===== src/miu_pkg.sv =====
`timescale 1ns / 1ps
package miu_pkg;

    localparam logic [5:0] OP_SPECIAL = 6'h00;
    localparam logic [5:0] OP_ADDI    = 6'h08;
    localparam logic [5:0] OP_ADD_IMM_U = 6'h09;
    localparam logic [5:0] OP_SLTI    = 6'h0A;
    localparam logic [5:0] OP_ANDI    = 6'h0C;
    localparam logic [5:0] OP_ORI     = 6'h0D;
    localparam logic [5:0] OP_LUI     = 6'h0F;

    localparam logic [5:0] FN_SLL   = 6'h00;
    localparam logic [5:0] FN_SRL   = 6'h02;
    localparam logic [5:0] FN_SRA   = 6'h03;
    localparam logic [5:0] FN_MFHI  = 6'h10;
    localparam logic [5:0] FN_MTHI  = 6'h11;
    localparam logic [5:0] FN_MFLO  = 6'h12;
    localparam logic [5:0] FN_MTLO  = 6'h13;
    localparam logic [5:0] FN_MULT  = 6'h18;
    localparam logic [5:0] FN_MULTU = 6'h19;
    localparam logic [5:0] FN_DIV   = 6'h1A;
    localparam logic [5:0] FN_DIVU  = 6'h1B;
    localparam logic [5:0] FN_ADD   = 6'h20;
    localparam logic [5:0] FN_ADDU  = 6'h21;
    localparam logic [5:0] FN_SUB   = 6'h22;
    localparam logic [5:0] FN_SUBU  = 6'h23;
    localparam logic [5:0] FN_AND   = 6'h24;
    localparam logic [5:0] FN_OR    = 6'h25;
    localparam logic [5:0] FN_XOR   = 6'h26;
    localparam logic [5:0] FN_NOR   = 6'h27;
    localparam logic [5:0] FN_SLT   = 6'h2A;

    localparam logic [1:0] EXC_NONE = 2'd0;
    localparam logic [1:0] EXC_OVF  = 2'd1;
    localparam logic [1:0] EXC_RI   = 2'd2;

    localparam logic [31:0] ALL_ONES = 32'hFFFF_FFFF;
    localparam logic [31:0] SIGN_BIT = 32'h8000_0000;

    localparam int QDEPTH = 2;

    typedef enum logic [4:0] {
        K_SLL, K_SRL, K_SRA, K_MFHI, K_MFLO, K_MTHI, K_MTLO,
        K_MULT, K_MULTU, K_DIV, K_DIVU, K_ADD, K_ADDU, K_SUB, K_SUBU,
        K_AND, K_OR, K_XOR, K_NOR, K_SLT,
        K_ADDI, K_ADDIU, K_SLTI, K_ANDI, K_ORI, K_LUI, K_RSVD
    } t_kind;

    typedef struct packed {
        t_kind       kind;
        logic [4:0]  rs;
        logic [4:0]  rt;
        logic [4:0]  dst;
        logic [4:0]  sa;
        logic [15:0] imm;
    } t_uop;

    typedef struct packed {
        logic        we;
        logic [4:0]  wreg;
        logic [31:0] wval;
        logic [1:0]  exc;
    } t_result;

endpackage


===== src/miu_decode.sv =====
`timescale 1ns / 1ps
module miu_decode (
    input  logic [31:0]  i_word,
    output miu_pkg::t_uop o_uop
);
    import miu_pkg::*;

    logic [5:0] w_op;
    logic [5:0] w_fn;
    t_kind      w_kind;

    assign w_op = i_word[31:26];
    assign w_fn = i_word[5:0];

    always_comb begin
        w_kind = K_RSVD;
        if (w_op == OP_SPECIAL) begin
            unique case (w_fn)
                FN_SLL:   w_kind = K_SLL;
                FN_SRL:   w_kind = K_SRL;
                FN_SRA:   w_kind = K_SRA;
                FN_MFHI:  w_kind = K_MFHI;
                FN_MTHI:  w_kind = K_MTHI;
                FN_MFLO:  w_kind = K_MFLO;
                FN_MTLO:  w_kind = K_MTLO;
                FN_MULT:  w_kind = K_MULT;
                FN_MULTU: w_kind = K_MULTU;
                FN_DIV:   w_kind = K_DIV;
                FN_DIVU:  w_kind = K_DIVU;
                FN_ADD:   w_kind = K_ADD;
                FN_ADDU:  w_kind = K_ADDU;
                FN_SUB:   w_kind = K_SUB;
                FN_SUBU:  w_kind = K_SUBU;
                FN_AND:   w_kind = K_AND;
                FN_OR:    w_kind = K_OR;
                FN_XOR:   w_kind = K_XOR;
                FN_NOR:   w_kind = K_NOR;
                FN_SLT:   w_kind = K_SLT;
                default:  w_kind = K_RSVD;
            endcase
        end else begin
            unique case (w_op)
                OP_ADDI:  w_kind = K_ADDI;
                OP_ADD_IMM_U: w_kind = K_ADDIU;
                OP_SLTI:  w_kind = K_SLTI;
                OP_ANDI:  w_kind = K_ANDI;
                OP_ORI:   w_kind = K_ORI;
                OP_LUI:   w_kind = K_LUI;
                default:  w_kind = K_RSVD;
            endcase
        end
    end

    always_comb begin
        o_uop.kind = w_kind;
        o_uop.rs   = i_word[25:21];
        o_uop.rt   = i_word[20:16];
        o_uop.dst  = (w_op == OP_SPECIAL) ? i_word[15:11] : i_word[20:16];
        o_uop.sa   = i_word[10:6];
        o_uop.imm  = i_word[15:0];
    end
endmodule


===== config.mk =====
export PLATFORM = sky130hd
export DESIGN_NAME = miu_decode
export DESIGN_NICKNAME = d
export VERILOG_FILES = /design/src/miu_pkg.sv /design/src/miu_decode.sv
export SDC_FILE = /design/constraint.sdc
export NUM_CORES = 1
export LEC_CHECK = 0
export BUFFER_PORTS_ARGS = -buffer_cell sky130_fd_sc_hd__buf_2
export CAP_MARGIN = 20
export CORE_AREA = 2 2 52 54
export DETAILED_ROUTE_END_ITERATION = 7
export DIE_AREA = 0 0 54 56
export PLACE_DENSITY = 0.8
export SETUP_SLACK_MARGIN = 0.5
export SLEW_MARGIN = 0
export SYNTH_ARGS = -nofsm -noshare
export SYNTH_HDL_FRONTEND = slang
export SYNTH_SLANG_ARGS = --single-unit

===== constraint.sdc =====
create_clock -name vclk -period 1.5
set_input_delay 0.15 -clock vclk [all_inputs]
set_output_delay 0.15 -clock vclk [all_outputs]
set_load 0.02 [all_outputs]

==> flow_summary.ini <==
[status]
status = finished, violations left
violations = setup timing

[finish]
n_sequential_cell = 0
diodes = 0
fin_nets = 161
clkbuf_count = 0
final_area_um2 = 968
syn_to_final_growth_pct = 39.5
final_cell_mix = 35 x buf_2, 12 x buf_6, 9 x buf_4, 8 x nor2_1, 6 x nand2_1
n_fill_cell = 253
layout_commonest_cell = buf_2
seqCellArea_um2 = 0
drive_above_1_share_pct = 63.4
fin_cells = 153

[pwr]
p_int_mw = 0.134
combinationalPowerShare_pct = 100.0
switchingPower_mw = 0.139
power_mw = 0.273
vdd_drop_max_uv = 127
switching_share_pct = 50.9
power-per-cell-area_nw_per_um2 = 282
seqPwrFrac_pct = 0
p_leak_nw = 0.466
clockPowerShare_pct = 0

[routing]
wl_met1_um = 566
drc = 0
drtPass1Iterations = 2
routed_wl_um = 1680
antenna_left = 0
drt_iter0_drc = 3
vias_per_cell = 4.59
wl_met3_um = 201
wl_met2_um = 899
routed.top_layer = met4
routedWlPerCell_um = 11.0
num_vias = 703

[global_routing]
grt_pass1_wl_um = 2590
grt_max_degree = 13
grt.total_usage_pct = 10.6
antenna_found_initial = 0
gr-total-overflow = 0
grt_pass1_vias = 608

[critical_path]
crit_required_ps = 1350
startpoint_type = input port
crit_type = in -> out
crit_chain = buf_2 -> or3_4 -> or4_4 -> mux2_4 -> buf_6
path_max_fanout = 5
critPathArrivalTime_ps = 1590
crit_family = simple AND/OR/NAND/NOR gates
crit_buf_inv = 2
worst_path_max_delay_cell = or4_4
cp-end-kind = output port
max_stage_delay_ps = 490

[timing]
period_minus_slack_ps = 1740
worstMarginPinSlew_ps = 339
min_period_over_period_pct = 116
worst_hold_slack_ps = 300
fmax_mhz = 574
drv_slew = 0
slew_headroom_pct = 77.2
rsz0062_at_grt = true
finalSetupViolCount = 9
setup_slack_ps = -243
timing.final.hold_violations = 0

[logic_synthesis]
yosysSeqAreaShare_pct = 0
avgSynthCellArea_um2 = 7.01
yosysWarnings = 0
syn_inst = 99
syn_nets = 135
syn_area_um2 = 694
yosysUniqueCellTypes = 30

[worst_hold_path]
min_path_cells = 0
min_from = i_word[21]
min_path_type = in -> out
min_to = o_uop[31]

[floorplanning]
die_height_um = 56
num_rows = 18
coreArea_um2 = 2430
die_x_um = 54
dieArea_um2 = 3020
start_util_pct = 28.5
io-pin-count = 73

[placement]
dp_hpwl_um = 1290
place_ws_ps = -297
io_buffers = 48
dp.cells = 150
gp_congestion = 0.740
dpl_cell_area_um2 = 827

[job]
max-cap-violations = 0
-- timing repair --
item,in CTS,in global routing
gates cloned,1,0
hold buffers,0,0
setup buffers,1,1
pin swaps,10,1
resized for setup,30,6
setup endpoints to repair,10,10
-- synthesized netlist by cell type (2+ instances only) --
cell type / instances / share of area (%)
nand2b_1: 3 / 2.7
inv_1: 2 / 1.1
a21oi_1: 6 / 4.3
nand2_1: 6 / 3.2
clkbuf_1: 3 / 1.6
mux2_4: 5 / 11
buf_4: 31 / 34
nand3_1: 3 / 2.2
xnor2_1: 2 / 2.5
nor3_1: 2 / 1.4
nor3b_1: 2 / 2.2
nor2_1: 8 / 4.3
o21ai_0: 6 / 4.3
ha_1: 4 / 7.2
-- through the flow --
| stage | util [%] | setup TNS [ps] |
|---|---|---|
| 4_1_cts | 38.8 | -2280 |
| 2_1_floorplan | - | -493 |
| 3_5_place_dp | 34.0 | -2310 |
| 6_report | 39.8 | -1980 |
| 5_1_grt | 39.8 | -2250 |
| 3_3_place_gp | 34.0 | -2290 |
-- how the worst max path moves through the flow --
stage,startpoint,depth (start not counted),end,slack [ps]
6_report,i_word[26],5,o_uop[23],-240
5_1_grt,i_word[26],5,o_uop[23],-280
4_1_cts,i_word[28],5,o_uop[24],-290
3_5_place_dp,i_word[27],5,o_uop[24],-300
3_3_place_gp,i_word[27],5,o_uop[21],-290
2_1_floorplan,i_word[27],4,o_uop[21],-80
-- cells by family after synthesis --
logic type,Yosys count,synth area share [%]
xor gates and xnor gates,2,2.52
adders and majority gates,4,7.21
buffers and inverters,37,37.8
muxes,5,10.8
and+or+nand+nor,32,24.9
AOI/OAI and AO/OA,19,16.8
-- power by group through the flow --
stage                     combinational, mW  clock [mW]  sequential, mW
after floorplan                       0.223           0               0
final                                 0.273           0               0
after CTS                             0.265           0               0
after detailed placement              0.235           0               0
after global placement                0.232           0               0
after global routing                  0.300           0               0
-- layout make-up --
type | instances | area [um^2] | share of cell area, %
well taps | 30 | 37.5 | 3.88
repair buffers | 58 | 413 | 42.6
multi-input cells | 63 | 493 | 50.9
inverters | 2 | 25.0 | 2.58
-- routing by layer --
metal  vias up  track usage, %
li1        356               -
met1       304            10.3
met2        38            22.1
met3         5            2.42
met4         0           0.714
met5         -               0
(Power assumes the default switching activity.)
