`src/miu_pkg.sv`:
```
`timescale 1ns / 1ps
package miu_pkg;

    localparam logic [5:0] OP_SPECIAL = 6'h00;
    localparam logic [5:0] OP_ADDI    = 6'h08;
    localparam logic [5:0] OP_ADD_IMM_U = 6'h09;
    localparam logic [5:0] OP_SLTI    = 6'h0A;
    localparam logic [5:0] OP_ANDI    = 6'h0C;
    localparam logic [5:0] OP_ORI     = 6'h0D;
    localparam logic [5:0] OP_LUI     = 6'h0F;

    localparam logic [5:0] FN_SLL   = 6'h00;
    localparam logic [5:0] FN_SRL   = 6'h02;
    localparam logic [5:0] FN_SRA   = 6'h03;
    localparam logic [5:0] FN_MFHI  = 6'h10;
    localparam logic [5:0] FN_MTHI  = 6'h11;
    localparam logic [5:0] FN_MFLO  = 6'h12;
    localparam logic [5:0] FN_MTLO  = 6'h13;
    localparam logic [5:0] FN_MULT  = 6'h18;
    localparam logic [5:0] FN_MULTU = 6'h19;
    localparam logic [5:0] FN_DIV   = 6'h1A;
    localparam logic [5:0] FN_DIVU  = 6'h1B;
    localparam logic [5:0] FN_ADD   = 6'h20;
    localparam logic [5:0] FN_ADDU  = 6'h21;
    localparam logic [5:0] FN_SUB   = 6'h22;
    localparam logic [5:0] FN_SUBU  = 6'h23;
    localparam logic [5:0] FN_AND   = 6'h24;
    localparam logic [5:0] FN_OR    = 6'h25;
    localparam logic [5:0] FN_XOR   = 6'h26;
    localparam logic [5:0] FN_NOR   = 6'h27;
    localparam logic [5:0] FN_SLT   = 6'h2A;

    localparam logic [1:0] EXC_NONE = 2'd0;
    localparam logic [1:0] EXC_OVF  = 2'd1;
    localparam logic [1:0] EXC_RI   = 2'd2;

    localparam logic [31:0] ALL_ONES = 32'hFFFF_FFFF;
    localparam logic [31:0] SIGN_BIT = 32'h8000_0000;

    localparam int QDEPTH = 2;

    typedef enum logic [4:0] {
        K_SLL, K_SRL, K_SRA, K_MFHI, K_MFLO, K_MTHI, K_MTLO,
        K_MULT, K_MULTU, K_DIV, K_DIVU, K_ADD, K_ADDU, K_SUB, K_SUBU,
        K_AND, K_OR, K_XOR, K_NOR, K_SLT,
        K_ADDI, K_ADDIU, K_SLTI, K_ANDI, K_ORI, K_LUI, K_RSVD
    } t_kind;

    typedef struct packed {
        t_kind       kind;
        logic [4:0]  rs;
        logic [4:0]  rt;
        logic [4:0]  dst;
        logic [4:0]  sa;
        logic [15:0] imm;
    } t_uop;

    typedef struct packed {
        logic        we;
        logic [4:0]  wreg;
        logic [31:0] wval;
        logic [1:0]  exc;
    } t_result;

endpackage

```
`src/miu_queue.sv`:
```
`timescale 1ns / 1ps
module miu_queue (
    input  logic          i_clk,
    input  logic          i_rst_n,
    input  logic          i_push,
    input  miu_pkg::t_uop i_data,
    output logic          o_full,
    input  logic          i_pop,
    output logic          o_empty,
    output miu_pkg::t_uop o_data
);
    import miu_pkg::*;

    t_uop        r_mem [QDEPTH];
    logic        r_wp;
    logic        r_rp;
    logic [1:0]  r_cnt;

    assign o_full  = (r_cnt == 2'(QDEPTH));
    assign o_empty = (r_cnt == 2'd0);
    assign o_data  = r_mem[r_rp];

    always_ff @(posedge i_clk) begin
        if (i_push) r_mem[r_wp] <= i_data;
    end

    always_ff @(posedge i_clk) begin
        if (!i_rst_n) begin
            r_wp  <= 1'b0;
            r_rp  <= 1'b0;
            r_cnt <= 2'd0;
        end else begin
            if (i_push) r_wp <= ~r_wp;
            if (i_pop)  r_rp <= ~r_rp;
            r_cnt <= r_cnt + 2'(i_push) - 2'(i_pop);
        end
    end

    a_no_overflow: assert property (@(posedge i_clk) disable iff (!i_rst_n)
        o_full |-> !i_push) else $error("queue overflow");
    a_no_underflow: assert property (@(posedge i_clk) disable iff (!i_rst_n)
        o_empty |-> !i_pop) else $error("queue underflow");
    a_count_range: assert property (@(posedge i_clk) disable iff (!i_rst_n)
        r_cnt <= 2'(QDEPTH)) else $error("queue count out of range");
endmodule

```
`config.mk`:
```
export PLATFORM = sky130hd
export DESIGN_NAME = miu_queue
export DESIGN_NICKNAME = d
export VERILOG_FILES = /design/src/miu_pkg.sv /design/src/miu_queue.sv
export SDC_FILE = /design/constraint.sdc
export NUM_CORES = 1
export LEC_CHECK = 0
export ABC_AREA = 1
export BUFFER_PORTS_ARGS = -buffer_cell sky130_fd_sc_hd__buf_4
export CORE_ASPECT_RATIO = 1.4
export CORE_MARGIN = 1.5
export CORE_UTILIZATION = 35
export DETAILED_ROUTE_END_ITERATION = 8
export PLACE_DENSITY = 0.68
export SYNTH_ARGS = -nofsm -noshare
export SYNTH_HDL_FRONTEND = slang
export SYNTH_SLANG_ARGS = --single-unit
```
`constraint.sdc`:
```
create_clock -name i_clk -period 3.6 [get_ports i_clk]
set_input_delay 0.54 -clock i_clk [delete_from_list [all_inputs] [get_ports i_clk]]
set_output_delay 0.54 -clock i_clk [all_outputs]
set_load 0.05 [all_outputs]
```
==> results_dict.tcl, run 1 <==
set metrics [dict create \
    drt-wirelength-per-cell_um 15.1 \
    synth.most_common_cell "edfxtp_1" \
    worstReg2RegStart "r_wp" \
    power_mw 2.49 \
    path_cells "buf_4 -> mux2_2 -> buf_4" \
    switching_power_mw 0.621 \
    num_rows 42 \
    grt_max_degree 42 \
    async_flop_share_pct 0 \
    setup_viol 0 \
    chipHeight_um 119 \
    place_worst_setup_slack_ps 1420 \
    holdPathEnd "r_mem[0][25]" \
    ant_nets 0 \
    hold_violations 0 \
    firstDrtPassIters 3 \
    cts_made_buffers 9 \
    cp_max_fo 18 \
    core_area_sq_um 9460 \
    maxCapViolations 0 \
    combPwrFrac_pct 16.8 \
    clkTransAtPathRegs_ps 60 \
    busiest_layer "met2" \
    gp_congestion 0.671 \
    fmax_mhz 403 \
    io_pins 88 \
    r2r_cells 2 \
    synth_nets 208 \
    yosys-top-cells-count "edfxtp_1, mux2_4, nor2_1" \
    end_kind "output pin" \
    clock_latency_ps 330 \
    met1_usage_pct 12.0 \
    ys_seq_area_share_pct 75.6 \
    die_width_um 86.2 \
    maxSlewHeadroom_pct 37.7 \
    rrSetupSlack_ps 2020 \
    rsz0062_at_grt "false" \
    ir_drop_uv 259 \
    cts.repair.resized 0 \
    post-route-min-period_ps 2480 \
    reg2reg_to "r_mem[1][13]" \
    synthDistinctLibCells 12 \
    initial_core_util_pct 35.8 \
    cts.sinks 87 \
    syn_area_per_cell_sq_um 21.1 \
    finClkSkew_ps 3.73 \
    global_route.usage.met2_pct 19.9 \
    globalRouteOverflowTotal 0 \
    dpl.hpwl_mm 3.87 \
    worstHoldPathCells 1 \
    syn2layout_area_growth_pct 29.8 \
    start_kind "flop" \
    clockPowerShare_pct 35.2 \
    htreeDepth 3 \
    worst_pin_slew_ps 934 \
    track_usage_pct 11.6 \
    cts_tree "yes" \
    netSwitchingFraction_pct 25.0 \
    placed_cell_area_sq_um 4120 \
    hp-start "i_data[25]" \
    synthFlopType "edfxtp_1" \
    ys_ff_latch 87 \
    hold_path_class "in -> reg" \
    max_stage_delay_ps 680 \
    p_int_mw 1.86 \
    synth_top_cell_by_area "edfxtp_1" \
    drc_errors 0 \
    vias 1651 \
    finalWorstSetupSlack_ps 1120 \
    yosys_warnings 0 \
    drtIter0Drc 70 \
    clockBufferDepth 2 \
    grt_pass1_vias 1745 \
    worst_ep_required_time_ps 3060 \
    cp_common_cell "buf_4" \
    hold_ws_ps 390 \
    cellLeakagePower_nw 1.78 \
    finalMaxSlewViolations 0 \
    wl_mm 5.59 \
    synth_area_leaders "edfxtp_1, mux2_4, dfxtp_1" \
    use_met3_pct 4.02 \
    fin_area_sq_um 4400 \
    seqPwrFrac_pct 48.0 \
    cpMaxStageDelayCell "dfxtp_2" \
    netlist_area_sq_um 3390 \
    drive_above_1_share_pct 56.3 \
    cts_hold_buf 0 \
    cts-root-buf "clkbuf_16" \
    synth.top_cell.area_share_pct 72.6 \
    fin_nets 304 \
    cp.arrival_ps 1940 \
    cts_setup_buffers 0 \
    synth_edf_count 82 \
    dieArea_sq_um 10300 \
    io_buffer_count 87 \
    status "finished, final reports clean" \
    powerDensity_nw_per_um2 565 \
    finalSetupTns_ps 0 \
    synthCells 161 \
    fin_crit_sh_pct 68.9 \
    antenna_found_initial 0 \
    grt_pass1_wl_mm 8.63 \
    n_antenna_cell 0 \
    path_class "reg -> out" \
    via_per_inst 4.45 \
]
per-stage QoR:
step                      instances  utilization (%)
final                           371             46.5
after global placement          356             43.6
after CTS                       371             46.5
after floorplan                 161                -
after detailed placement        356             43.6
after global routing            371             46.5
kinds of logic (layout without fill, tap and decap cells):
| logic type | after synthesis | count (layout) | share of synthesized area (%) |
|---|---|---|---|
| AND/OR/NAND/NOR | 18 | 18 | 2.03 |
| adder cells (fa/ha/maj) | 2 | 2 | 0.738 |
| multiplexers | 41 | 41 | 18.0 |
| flip-flops | 87 | 87 | 75.6 |
| buffers and inverters | 12 | 112 | 3.47 |
| AO/OA/AOI/OAI | 1 | 1 | 0.147 |
worst max path at each step:
stage             endpoint  depth (start not counted)  slack (ps)  startpoint
6_report        o_data[40]                          3        1120        flop
5_1_grt         o_data[40]                          3        1010        flop
4_1_cts         o_data[40]                          3        1070        flop
3_5_place_dp    o_data[40]                          3        1420        flop
3_3_place_gp    o_data[40]                          3        1440        flop
2_1_floorplan  r_mem[0][0]                          2         860      i_push
cell type report:
class,instances,area [sq um]
Fill cell,831,5060
Sequential cell,87,2560
Multi-Input combinational cell,62,718
Timing Repair Buffer,90,676
Clock buffer,11,233
Tap cell,110,138
Clock inverter,4,47.5
Inverter,7,26.3
layout by cell type (no fill, tap or decap):
| cell | count |
|---|---|
| buf_4 | 90 |
| edfxtp_1 | 82 |
| mux2_4 | 40 |
| clkbuf_16 | 9 |
| nand2_1 | 8 |
| nor2_1 | 8 |
| inv_1 | 6 |
| dfxtp_1 | 4 |
| ha_1 | 2 |
| clkinv_2 | 2 |
| clkbuf_1 | 2 |
| mux2_2 | 1 |
| inv_2 | 1 |
| nor2_4 | 1 |
| a21oi_1 | 1 |
| nand3_1 | 1 |
| dfxtp_2 | 1 |
| clkinvlp_4 | 1 |
| bufinv_16 | 1 |
worst max-delay path, delay by kind of cell, from the launching register on:
family | cells | cell delay, ps
DFF | 1 | 680
buffers and inverters | 2 | 560
muxes | 1 | 360
power groups by stage:
| stage | Combinational (mW) | Clock, mW | Sequential (mW) |
|---|---|---|---|
| floorplan | 0.311 | 0 | 1.20 |
| global route | 0.439 | 0.939 | 1.20 |
| detailed placement | 0.423 | 0 | 1.22 |
| CTS | 0.424 | 0.899 | 1.19 |
| global placement | 0.415 | 0 | 1.21 |
| finish | 0.417 | 0.876 | 1.19 |
per-layer routing:
| layer | part of all wire (%) | wire (um) | vias up |
|---|---|---|---|
| li1 | - | - | 795 |
| met1 | 37 | 2090 | 793 |
| met2 | 54 | 3020 | 52 |
| met3 | 6.2 | 349 | 11 |
| met4 | 2.6 | 143 | 0 |
| met5 | 0 | 0 | - |
registers in the layout, summed over array words and instances, names as in the netlist, named ones only:
name	cells
r_cnt	2
r_mem	82
r_rp	1
r_wp	1
(Power assumes the default switching activity.)
==> run 2, diff against run 1 <==
--- a/config.mk
+++ b/config.mk
@@ -5,7 +5,7 @@
 export SDC_FILE = /design/constraint.sdc
 export NUM_CORES = 1
 export LEC_CHECK = 0
-export ABC_AREA = 1
+export ABC_AREA = 0
 export BUFFER_PORTS_ARGS = -buffer_cell sky130_fd_sc_hd__buf_4
 export CORE_ASPECT_RATIO = 1.4
 export CORE_MARGIN = 1.5
==> constraint.sdc (replaced) <==
create_clock -name i_clk -period 2.6 [get_ports i_clk]
set_input_delay 0.39 -clock i_clk [delete_from_list [all_inputs] [get_ports i_clk]]
set_output_delay 0.39 -clock i_clk [all_outputs]
set_load 0.05 [all_outputs]
==> run 2 against run 1 <==
Register-to-register slack lost 960 ps. Non-clock buffer count grew 2. Area after synthesis is the same. Design area is 0.11% higher. Via count shrank 3.0%. Global-route usage down 0.17 points. Wire length down 1.7%. Critical path type unchanged. Largest cell class unchanged. Largest power group unchanged.
==> results_dict.tcl, run 2 <==
set metrics [dict create \
    worstReg2RegStart "r_wp" \
    dieArea_sq_um 10300 \
    synthDistinctLibCells 14 \
    globalRouteOverflowTotal 0 \
    cellLeakagePower_nw 1.76 \
    synth.most_common_cell "edfxtp_1" \
    io_buffer_count 87 \
    cts.repair.resized 0 \
    synthFlopType "edfxtp_1" \
    htreeDepth 3 \
    use_met3_pct 4.37 \
    ys_ff_latch 87 \
    finalWorstSetupSlack_ps 617 \
    cts_tree "yes" \
    maxCapViolations 0 \
    ys_seq_area_share_pct 75.6 \
    cts.sinks 87 \
    fmax_mhz 504 \
    hold_ws_ps 244 \
    ant_nets 0 \
    reg2reg_to "r_mem[1][1]" \
    cts-root-buf "clkbuf_16" \
    via_per_inst 4.43 \
    hp-start "i_data[13]" \
    place_worst_setup_slack_ps 877 \
    r2r_cells 2 \
    vias 1602 \
    synth.top_cell.area_share_pct 72.6 \
    rrSetupSlack_ps 1060 \
    largest_register_ffs 82 \
    track_usage_pct 11.4 \
    io_pins 88 \
    holdPathEnd "r_mem[1][13]" \
    n_antenna_cell 0 \
    mostFrequentLayoutCells "buf_4, edfxtp_1, mux2_4" \
    core_area_sq_um 9460 \
    drt-wirelength-per-cell_um 15.2 \
    worst_pin_slew_ps 654 \
    maxSlewHeadroom_pct 56.4 \
    fin_crit_sh_pct 76.3 \
    synth_top_cell_by_area "edfxtp_1" \
    busiest_layer "met2" \
    synthCells 149 \
    setup_viol 0 \
    global_route.usage.met2_pct 18.7 \
    worstHoldPathCells 1 \
    drc_errors 0 \
    start_kind "flop" \
    dpl.hpwl_mm 3.76 \
    cts_setup_buffers 0 \
    synth_area_leaders "edfxtp_1, mux2_4, dfxtp_1" \
    drive_above_1_share_pct 59.1 \
    finClkSkew_ps 3.66 \
    cp.arrival_ps 1590 \
    cts_made_buffers 9 \
    status "finished, final reports clean" \
    async_flop_share_pct 0 \
    end_kind "output pin" \
    synth_edf_count 82 \
    clkTransAtPathRegs_ps 60 \
    gp_congestion 0.671 \
    worst_ep_required_time_ps 2210 \
    met1_usage_pct 12.5 \
    rsz0062_at_grt "false" \
    hold_path_class "in -> reg" \
    placed_cell_area_sq_um 4150 \
    yosys-top-cells-count "edfxtp_1, mux2_4, dfxtp_1" \
    drtIter0Drc 32 \
    wl_mm 5.50 \
    cts_hold_buf 0 \
    clock_latency_ps 330 \
    finalMaxSlewViolations 0 \
    grt_pass1_vias 1701 \
    syn2layout_area_growth_pct 30.0 \
    grt_max_degree 25 \
    final_common_cell "buf_4" \
    top_regs "r_mem (82), r_cnt (2)" \
    fin_nets 294 \
    syn_area_per_cell_sq_um 22.8 \
    synth_nets 196 \
    clockBufferDepth 2 \
    firstDrtPassIters 4 \
    hold_violations 0 \
    netlist_area_sq_um 3390 \
    powerDensity_nw_per_um2 778 \
    num_rows 42 \
    path_class "reg -> out" \
    antenna_found_initial 0 \
    cp_max_fo 23 \
    chipHeight_um 119 \
    finalSetupTns_ps 0 \
    fin_area_sq_um 4410 \
    grt_pass1_wl_mm 8.48 \
    die_width_um 86.2 \
    largest-register "r_mem" \
    post-route-min-period_ps 1980 \
    post-route-util_pct 46.6 \
    yosys_warnings 0 \
    ir_drop_uv 306 \
    initial_core_util_pct 35.8 \
]
==> run 2: kinds of logic after synthesis <==
logic type	after synthesis	synth area share, %
flip-flops	87	75.6
multiplexers	41	18.0
AND/OR/NAND/NOR	9	1.59
buffers and inverters	7	2.92
XOR/XNOR	2	0.923
adder cells (fa/ha/maj)	2	0.738
AO/OA/AOI/OAI	1	0.221
==> run 2: how the worst max path moves through the flow <==
| stage | cells past startpoint | end | start |
|---|---|---|---|
| 6_report | 3 | o_data[22] | flop |
| 3_3_place_gp | 3 | r_mem[0][38] | i_push |
| 5_1_grt | 3 | o_data[22] | flop |
| 2_1_floorplan | 1 | r_mem[0][0] | i_push |
| 4_1_cts | 3 | o_data[22] | flop |
| 3_5_place_dp | 3 | r_mem[0][33] | i_push |
==> run 2: layer usage <==
metal / part of all wire, % / wire, um
met5: 0 / 0
met4: 2.2 / 123
met3: 6.9 / 379
met2: 51 / 2800
met1: 40 / 2190
==> run 2: worst max-delay path, stage by stage, from the launching register on <==
cell and delay [ps]:
dfxtp_2 330, buf_4 390, mux2_4 350, buf_4 190
==> run 2: cell type report <==
type / count / area [sq um]
Inverter: 2 / 7.51
Fill cell: 842 / 5050
Tap cell: 110 / 138
Sequential cell: 87 / 2560
Timing Repair Buffer: 92 / 703
Clock buffer: 10 / 229
Clock inverter: 6 / 27.5
Multi-Input combinational cell: 55 / 738
==> run 2: stage by stage <==
| stage | std cells | power (mW) |
|---|---|---|
| finish | 362 | 3.43 |
| global route | 362 | 3.56 |
| CTS | 362 | 3.47 |
| detailed placement | 346 | 2.37 |
| global placement | 346 | 2.35 |
| floorplan | 149 | 2.18 |
==> run 2: power breakdown <==
part | total, mW | switching, mW | leakage, nW | internal, mW
clock network | 1.10 | 0.469 | 0.131 | 0.633
logic | 0.682 | 0.408 | 0.822 | 0.274
registers | 1.64 | 0.0230 | 0.812 | 1.62
